### config.mk
export PLATFORM = sky130hd
export DESIGN_NAME = isl_cell
export DESIGN_NICKNAME = d
export VERILOG_FILES = /design/src/sv/isl_pkg.sv /design/src/sv/isl_cell.sv
export SDC_FILE = /design/constraint.sdc
export NUM_CORES = 1
export LEC_CHECK = 0
export BUFFER_PORTS_ARGS = -buffer_cell sky130_fd_sc_hd__buf_2
export CAP_MARGIN = 0
export CORE_ASPECT_RATIO = 1.2
export CORE_MARGIN = 2
export CORE_UTILIZATION = 40
export DETAILED_ROUTE_END_ITERATION = 7
export GPL_TIMING_DRIVEN = 0
export PLACE_DENSITY = 0.79
export SLEW_MARGIN = 25
export SYNTH_ARGS = -nofsm -noshare
export SYNTH_HDL_FRONTEND = slang
export SYNTH_SLANG_ARGS = --single-unit
### constraint.sdc
create_clock -name clk -period 4.5 [get_ports clk]
set_clock_uncertainty 0.1 [all_clocks]
set_input_delay 0.675 -clock clk [delete_from_list [all_inputs] [get_ports clk]]
set_output_delay 0.675 -clock clk [all_outputs]
set_load 0.1 [all_outputs]
### src/sv/isl_pkg.sv
// ----------------------------------------------------------------------------
// isl_pkg
// Shared types and constants for the indexed shift list: payload structs,
// operation codes and the per-cell command broadcast.
// ----------------------------------------------------------------------------
package isl_pkg;

	localparam int CAPACITY = 64;
	localparam int ITEM_W   = 32;
	localparam int OP_W     = 3;
	localparam int INDEX_W  = 6;
	localparam int VALUE_W  = 32;
	localparam int CNT_W    = $clog2(CAPACITY + 1);
	localparam int GRP_SIZE = 8;
	localparam int GROUPS   = (CAPACITY + GRP_SIZE - 1) / GRP_SIZE;

	typedef enum logic [OP_W-1:0] {
		OP_APPEND = 3'd0,
		OP_INSERT = 3'd1,
		OP_DELETE = 3'd2,
		OP_WRITE  = 3'd3,
		OP_READ   = 3'd4,
		OP_CLEAR  = 3'd5
	} op_e;

	typedef struct packed {
		logic [OP_W-1:0]    operation;
		logic [INDEX_W-1:0] index;
		logic [VALUE_W-1:0] value;
	} req_t;

	typedef struct packed {
		logic               ok;
		logic [VALUE_W-1:0] read_value;
		logic [CNT_W-1:0]   count;
		logic               empty_res;
	} rsp_t;

	typedef struct packed {
		logic              do_append;
		logic              do_insert;
		logic              do_delete;
		logic              do_write;
		logic [CNT_W-1:0]  idx;
		logic [CNT_W-1:0]  count;
		logic [ITEM_W-1:0] value;
	} cell_cmd_t;

endpackage

### src/sv/isl_cell.sv
// ----------------------------------------------------------------------------
// isl_cell
// One list slot. Loads the new item, takes its lower neighbor on insert,
// takes its upper neighbor on delete, else holds. Drives its item onto the
// read tree when its position matches the request index.
// ----------------------------------------------------------------------------
module isl_cell
	import isl_pkg::*;
(
	input  logic              clk,
	input  cell_cmd_t         cmd,
	input  logic [CNT_W-1:0]  pos,
	input  logic [ITEM_W-1:0] lower_data,
	input  logic [ITEM_W-1:0] upper_data,
	output logic [ITEM_W-1:0] data,
	output logic [ITEM_W-1:0] sel_data
);

	logic [ITEM_W-1:0] data_q;
	logic [ITEM_W-1:0] data_d;
	logic [CNT_W:0]    pos_inc;

	assign pos_inc = {1'b0, pos} + {{CNT_W{1'b0}}, 1'b1};

	always_comb begin
		data_d = data_q;
		if (cmd.do_append && pos == cmd.count) begin
			data_d = cmd.value;
		end
		if (cmd.do_insert) begin
			if (pos == cmd.idx) begin
				data_d = cmd.value;
			end else if (pos > cmd.idx && pos <= cmd.count) begin
				data_d = lower_data;
			end
		end
		// close the gap: every slot from the index up to the new top moves down
		if (cmd.do_delete && pos >= cmd.idx && pos_inc < {1'b0, cmd.count}) begin
			data_d = upper_data;
		end
		if (cmd.do_write && pos == cmd.idx) begin
			data_d = cmd.value;
		end
	end

	always_ff @(posedge clk) begin
		data_q <= data_d;
	end

	assign data     = data_q;
	assign sel_data = (pos == cmd.idx) ? data_q : '0;

endmodule

==> results of run 1 <==
layer usage:
metal / GRT usage / part of all wire
met5: 0 / 0
met1: 0.294 / 0.42
met3: 0.0302 / 0.056
met2: 0.455 / 0.50
met4: 0.0734 / 0.018
power groups by stage:
stage          Clock, mW  Sequential, mW  Combinational, mW
2_1_floorplan          0            1.08              0.451
3_3_place_gp           0           0.436               1.31
3_5_place_dp           0           0.442               1.34
4_1_cts            0.406           0.437               1.35
5_1_grt            0.419           0.448               1.42
6_report           0.399           0.439               1.35
final cells by class:
type | instances | share of cell area
clock buffers | 6 | 0.0250
plain buffers | 41 | 0.0512
inverters | 45 | 0.0327
clock inverters | 2 | 0.00679
flip-flops and latches | 32 | 0.124
multi-input cells | 360 | 0.552
repair buffers | 184 | 0.178
well taps | 123 | 0.0298
cell usage after synthesis, drive strengths merged:
master        number  share of area
nand2b             1         0.0016
a21boi             1         0.0019
dfxtp             32           0.16
ha                22          0.070
o21ai              6         0.0086
o221a             31          0.089
nor2b             32          0.051
o31a               1         0.0022
or2                2         0.0032
nor2              37          0.037
xnor2              2         0.0045
dlymetal6s2s       3         0.0096
buf               23          0.043
nand3b             2         0.0038
mux2i             63           0.16
nand2              5         0.0054
o211ai             2         0.0073
a211o             32          0.071
clkbuf            15          0.014
nand3              5         0.0064
a2bb2oi            1         0.0022
nand4              1         0.0054
a31oi              1         0.0016
o22ai             31          0.049
inv               45          0.043
a21oi              8          0.010
o21a              32          0.061
and4               1         0.0022
o221ai             1         0.0022
and2              33          0.053
and3               3         0.0051
a311oi             1         0.0022
xor2               3         0.0067
through the flow:
stage	cell area [um2]	utilization
finish	5160	0.542
global route	5160	0.542
CTS	5160	0.542
detailed placement	5000	0.525
global placement	5000	0.525
floorplan	3920	-
cell families (layout without fill, tap and decap cells):
| group | count (synthesis) | in the layout | synth area share |
|---|---|---|---|
| AO/OA/AOI/OAI | 148 | 148 | 0.310 |
| adder cells (fa/ha/maj) | 22 | 22 | 0.0702 |
| XOR/XNOR | 5 | 5 | 0.0112 |
| AND/OR/NAND/NOR | 122 | 122 | 0.174 |
| buffers and inverters | 86 | 278 | 0.110 |
| flip-flops | 32 | 32 | 0.163 |
| multiplexers | 63 | 63 | 0.161 |
critical path, delay by kind of cell:
kind / cells / cell delay (ns)
adders and majority gates: 1 / 0.36
buffers and inverters: 4 / 1.46
and+or+nand+nor: 3 / 0.65
worst max path at each step:
| stage | startpoint | end | slack, ns | cells after the start |
|---|---|---|---|---|
| 6_report | pos[6] | sel_data[28] | 0.59 | 8 |
| 5_1_grt | pos[0] | sel_data[2] | 0.42 | 9 |
| 4_1_cts | pos[6] | sel_data[13] | 0.54 | 8 |
| 3_5_place_dp | pos[6] | sel_data[13] | 0.55 | 8 |
| 3_3_place_gp | pos[6] | sel_data[4] | 0.60 | 8 |
| 2_1_floorplan | cmd[45] | sel_data[10] | 1.10 | 7 |
==> impl_results.md, run 1 <==
- Status: finished, final reports clean
- Clock Latency Late Sink: 0.28 ns
- Postcts setup bufs: 0
- Level count of the clock H-tree: 2
- Crit Path Class: in -> out
- Final min period: 3.91 ns
- Largest net degree at the start of global routing: 11
- HPWL after detailed placement: 9920 um
- Power share of the combinational group: 0.617
- Unrepaired setup endpoints after global routing: false
- Synth Register Bits: 32
- DRT Pass-1 Iters: 4
- Worst EP required: 3.72 ns
- CTS root buf: clkbuf_16
- Placer Congestion: 0.811
- Total routed wirelength: 13300 um
- Mean post-synth cell area: 8.20 um2
- Total Power: 2.19 mW
- Internal power: 1.00 mW
- Antenna-violating nets left: 0
- Sequential power share: 0.201
- R2R Setup Slk: 3.20 ns
- FF-to-FF End: data[24]
- Crit end category: output port
- Crit path largest cell delay: 0.49 ns
- DR iter-0 viols: 271
- Finished Layout Cells: 793
- Clock share of power: 0.182
- Placed cells: 785
- Routed len/inst: 16.8 um
- Leak pwr: 3.04 nW
- Pre-CTS WS: 0.548 ns
- Clock slew at reported path FFs: 0.06 ns
- WHS: 0.522 ns
- Vias in the first global route: 4591
- # setup viols final: 0
- Maximum VDD drop: 0.000300 V
- Critical-path cell list: buf_2 -> ha_1 -> nand4_4 -> nor2_4 -> clkbuf_1 -> clkbuf_1 -> and2_1 -> buf_2
- FMAX: 255 MHz
- Register area: 641 um2
- Gr usage total: 0.247
- Min-delay src: cmd[8]
- Least-Margin Pin Slew: 0.595 ns
- Clock Path Buffers: 2
- Die H: 112 um
- Reg-to-reg startpoint: data[24]
- Largest register FFs: 32
- First-pass GRT wire length: 21200 um
- Vias per cell: 5.59
- Max-cap violations: 0
- Fillers: 943
- Ys Warns: 0
- DIE AREA: 10600 um2
- Number of buffers created by CTS: 5
- Crit path launch type: input pin
- DRC: 0
- Hold Path Depth: 2
- CTS resizes: 0
- Reg2reg path depth: 4
- Slew Limit Headroom: 0.603
- Pwr/cell area: 423 nW/um2
- Syn Std Cell Area: 3920 um2
- Final Max Slew Viols: 0
- Most common cell after layout, fill and taps aside: buf_2
- CTS tree: built
- CP max stage cell: clkbuf_1
- Total number of vias: 4432
- Die width: 94.4 um
- I/O pin count: 186
- Final period utilization: 0.870
- Layout cells sized above 1: 0.373
- Commonest non-fill, non-tap cells in the layout: 200 x buf_2, 63 x mux2i_1, 44 x inv_1
- Area of the multi-input gates: 2850 um2
- Clock Sinks: 32
- Initial Util: 0.412
- Antenna diodes: 0
- WHS Endpoint: data[8]
- P_sw: 1.18 mW
- Register area share after synthesis: 0.163
- Syn_nets: 622
- Net switching fraction of the power: 0.541
- Final TNS setup: 0 ns
- Hold Fails Final Rpt: 0
- Core area: 9520 um2
- Min-Delay Path Class: in -> reg
- Mapped Cells: 478
- Area Growth Syn to Fin: 31.6%
- # hold bufs at CTS: 0
- Arrival time at the worst endpoint: 3.14 ns
- FP Rows: 39
- Remaining Overflow, GRT: 0
- Fin worst setup slack: 0.585 ns
- Distinct cells, synth: 43
- Initial antenna violation count: 0
- Crit Path Max Fanout: 10
- Final net count: 813
- Buffers on Ports: 184
Power figures use the tool's default switching activity.
==> inputs of run 2 (changes only) <==
Clock period 4.5 ns to 3.75 ns, I/O delays scaled along.
==> run 2 against run 1 <==
- global-route usage did not move
- die area did not move
- clock power rose by 20%
- sequential share of layout area barely moved
- count of clock-buffer cells in the layout did not move
- routed wire length fell by 0.16%
- critical endpoint unchanged
- largest cell class unchanged
==> impl_results.md, run 2 (synthesis results as in run 1) <==
- CP max stage cell: nor2_4
- Net switching fraction of the power: 0.541 (about the same)
- Core area: 9520 um2 (unchanged)
- First-pass GRT wire length: 21200 um (unchanged)
- Total number of vias: 4432 (unchanged)
- R2R Setup Slk: 2.45 ns (-0.75 ns)
- Clock Latency Late Sink: 0.28 ns (about the same)
- # hold bufs at CTS: 0 (unchanged)
- DRT Pass-1 Iters: 4 (unchanged)
- Die width: 94.4 um (unchanged)
- Internal power: 1.20 mW (+20%)
- Gr usage total: 0.247 (unchanged)
- Worst Setup SP: pos[6]
- CTS root buf: clkbuf_16
- Crit path launch type: input pin
- Crit end category: output port
- Crit path depth: 7 (-1)
- Clock Path Buffers: 2 (unchanged)
- Sequential power share: 0.200 (about the same)
- Final Max Slew Viols: 0 (unchanged)
- Layout cells sized above 1: 0.374 (+0.000558)
- Status: finished, final reports clean
- Routed len/inst: 16.8 um (about the same)
- Pwr/cell area: 508 nW/um2 (+20%)
- Initial antenna violation count: 0 (unchanged)
- Hold Fails Final Rpt: 0 (unchanged)
- Crit path buffers/inverters: 3 (-1)
- Total Power: 2.62 mW (+20%)
- FF-to-FF End: data[24]
- Final min period: 3.34 ns
- Hold Path Depth: 2 (unchanged)
- Largest net degree at the start of global routing: 11 (unchanged)
- Level count of the clock H-tree: 2 (unchanged)
- Power share of the combinational group: 0.617 (about the same)
- DR iter-0 viols: 280 (+3.3%)
- Most common cell after layout, fill and taps aside: buf_2
- Crit Path Class: in -> out
- P_sw: 1.42 mW (+20%)
- Antenna-violating nets left: 0 (unchanged)
- Worst EP required: 3.09 ns (-0.63 ns)
- DRC: 0 (unchanged)
- Finished Layout Cells: 792 (-0.13%)
- Least-Margin Pin Slew: 0.593 ns (-0.00277 ns)
- Crit Path Max Fanout: 19 (+9)
- Postcts setup bufs: 0 (unchanged)
- Critical-path cell list: buf_2 -> ha_1 -> nand4_4 -> nor2_4 -> clkbuf_1 -> and2_1 -> buf_2
- I/O pin count: 186 (unchanged)
- Reg-to-reg startpoint: data[24]
- CTS tree: built
- Worst path most repeated cell: buf_2
- Clock Sinks: 32 (unchanged)
- Max-cap violations: 0 (unchanged)
- Total routed wirelength: 13300 um (-0.16%)
- Commonest non-fill, non-tap cells in the layout: 200 x buf_2, 63 x mux2i_1, 44 x inv_1
- Antenna diodes: 0 (unchanged)
- Final net count: 812 (-0.12%)
- Crit path largest cell delay: 0.44 ns (-0.05 ns)
- Leak pwr: 3.04 nW (about the same)
- FP Rows: 39 (unchanged)
- Final TNS setup: 0 ns (unchanged)
- Slew Limit Headroom: 0.605 (+0.00184)
- Min-Delay Path Class: in -> reg
- Placed cells: 785 (unchanged)
- Arrival time at the worst endpoint: 2.68 ns (-0.46 ns)
- Vias in the first global route: 4591 (unchanged)
- HPWL after detailed placement: 9920 um (unchanged)
- # setup viols final: 0 (unchanged)
- Final core occ: 0.542 (about the same)
- CTS resizes: 0 (unchanged)
- DIE AREA: 10600 um2 (unchanged)
- Die H: 112 um (unchanged)
- Reg2reg path depth: 4 (unchanged)
- Clock slew at reported path FFs: 0.06 ns (about the same)
- Vias per cell: 5.60 (+0.13%)
- Delay-heaviest family, CP: buffers and inverters
- Clock share of power: 0.183 (about the same)
- Remaining Overflow, GRT: 0 (unchanged)
- Number of buffers created by CTS: 5 (unchanged)
- Placer Congestion: 0.811 (unchanged)
- Unrepaired setup endpoints after global routing: false
- Largest register FFs: 32 (unchanged)
- FMAX: 299 MHz
- Critical path endpoint: sel_data[28]
- Buffers on Ports: 184 (unchanged)
- Final period utilization: 0.891
- Initial Util: 0.412 (unchanged)
- Maximum VDD drop: 0.000359 V (+20%)
- Area Growth Syn to Fin: 31.5% (about the same)
==> run 2: layout make-up <==
type | count | area (um2)
Fill cell | 942 | 4360
Multi-Input combinational cell | 360 | 2850
Timing Repair Buffer | 184 | 921
Sequential cell | 32 | 641
Buffer | 40 | 260
Inverter | 45 | 169
Tap cell | 123 | 154
Clock buffer | 6 | 129
Clock inverter | 2 | 35.0
==> run 2: how the worst min path moves through the flow <==
stage | slack [ns] | end | from
after global routing | 0.42 | data[26] | cmd[26]
after CTS | 0.41 | data[8] | cmd[8]
final | 0.41 | data[8] | cmd[8]
after detailed placement | 0.58 | data[26] | data[26]
after global placement | 0.55 | data[16] | data[16]
after floorplan | 0.58 | data[0] | cmd[0]
==> run 2: per-stage QoR <==
stage               instance area [um2]  setup WS, ns  hold slack [ns]
finish                             5160         0.407            0.408
CTS                                5160        0.0140            0.407
detailed placement                 5000        0.0225            0.580
global placement                   5000        0.0761            0.554
floorplan                          3920         0.576            0.580
global route                       5160         0.212            0.419
==> run 2: layer usage <==
layer  up-vias  part of all wire  track usage
met5         -                 0            0
met4         0             0.016       0.0734
met3        20             0.064       0.0302
met2       200              0.51        0.455
met1      2090              0.41        0.294
li1       2122                 -            -
==> run 2: power groups by stage <==
stage                     combinational [mW]  sequential, mW  clock [mW]
after detailed placement                1.61           0.531           0
after global placement                  1.58           0.524           0
after CTS                               1.61           0.524       0.488
after global routing                    1.70           0.537       0.503
after floorplan                        0.541            1.29           0
final                                   1.62           0.525       0.479
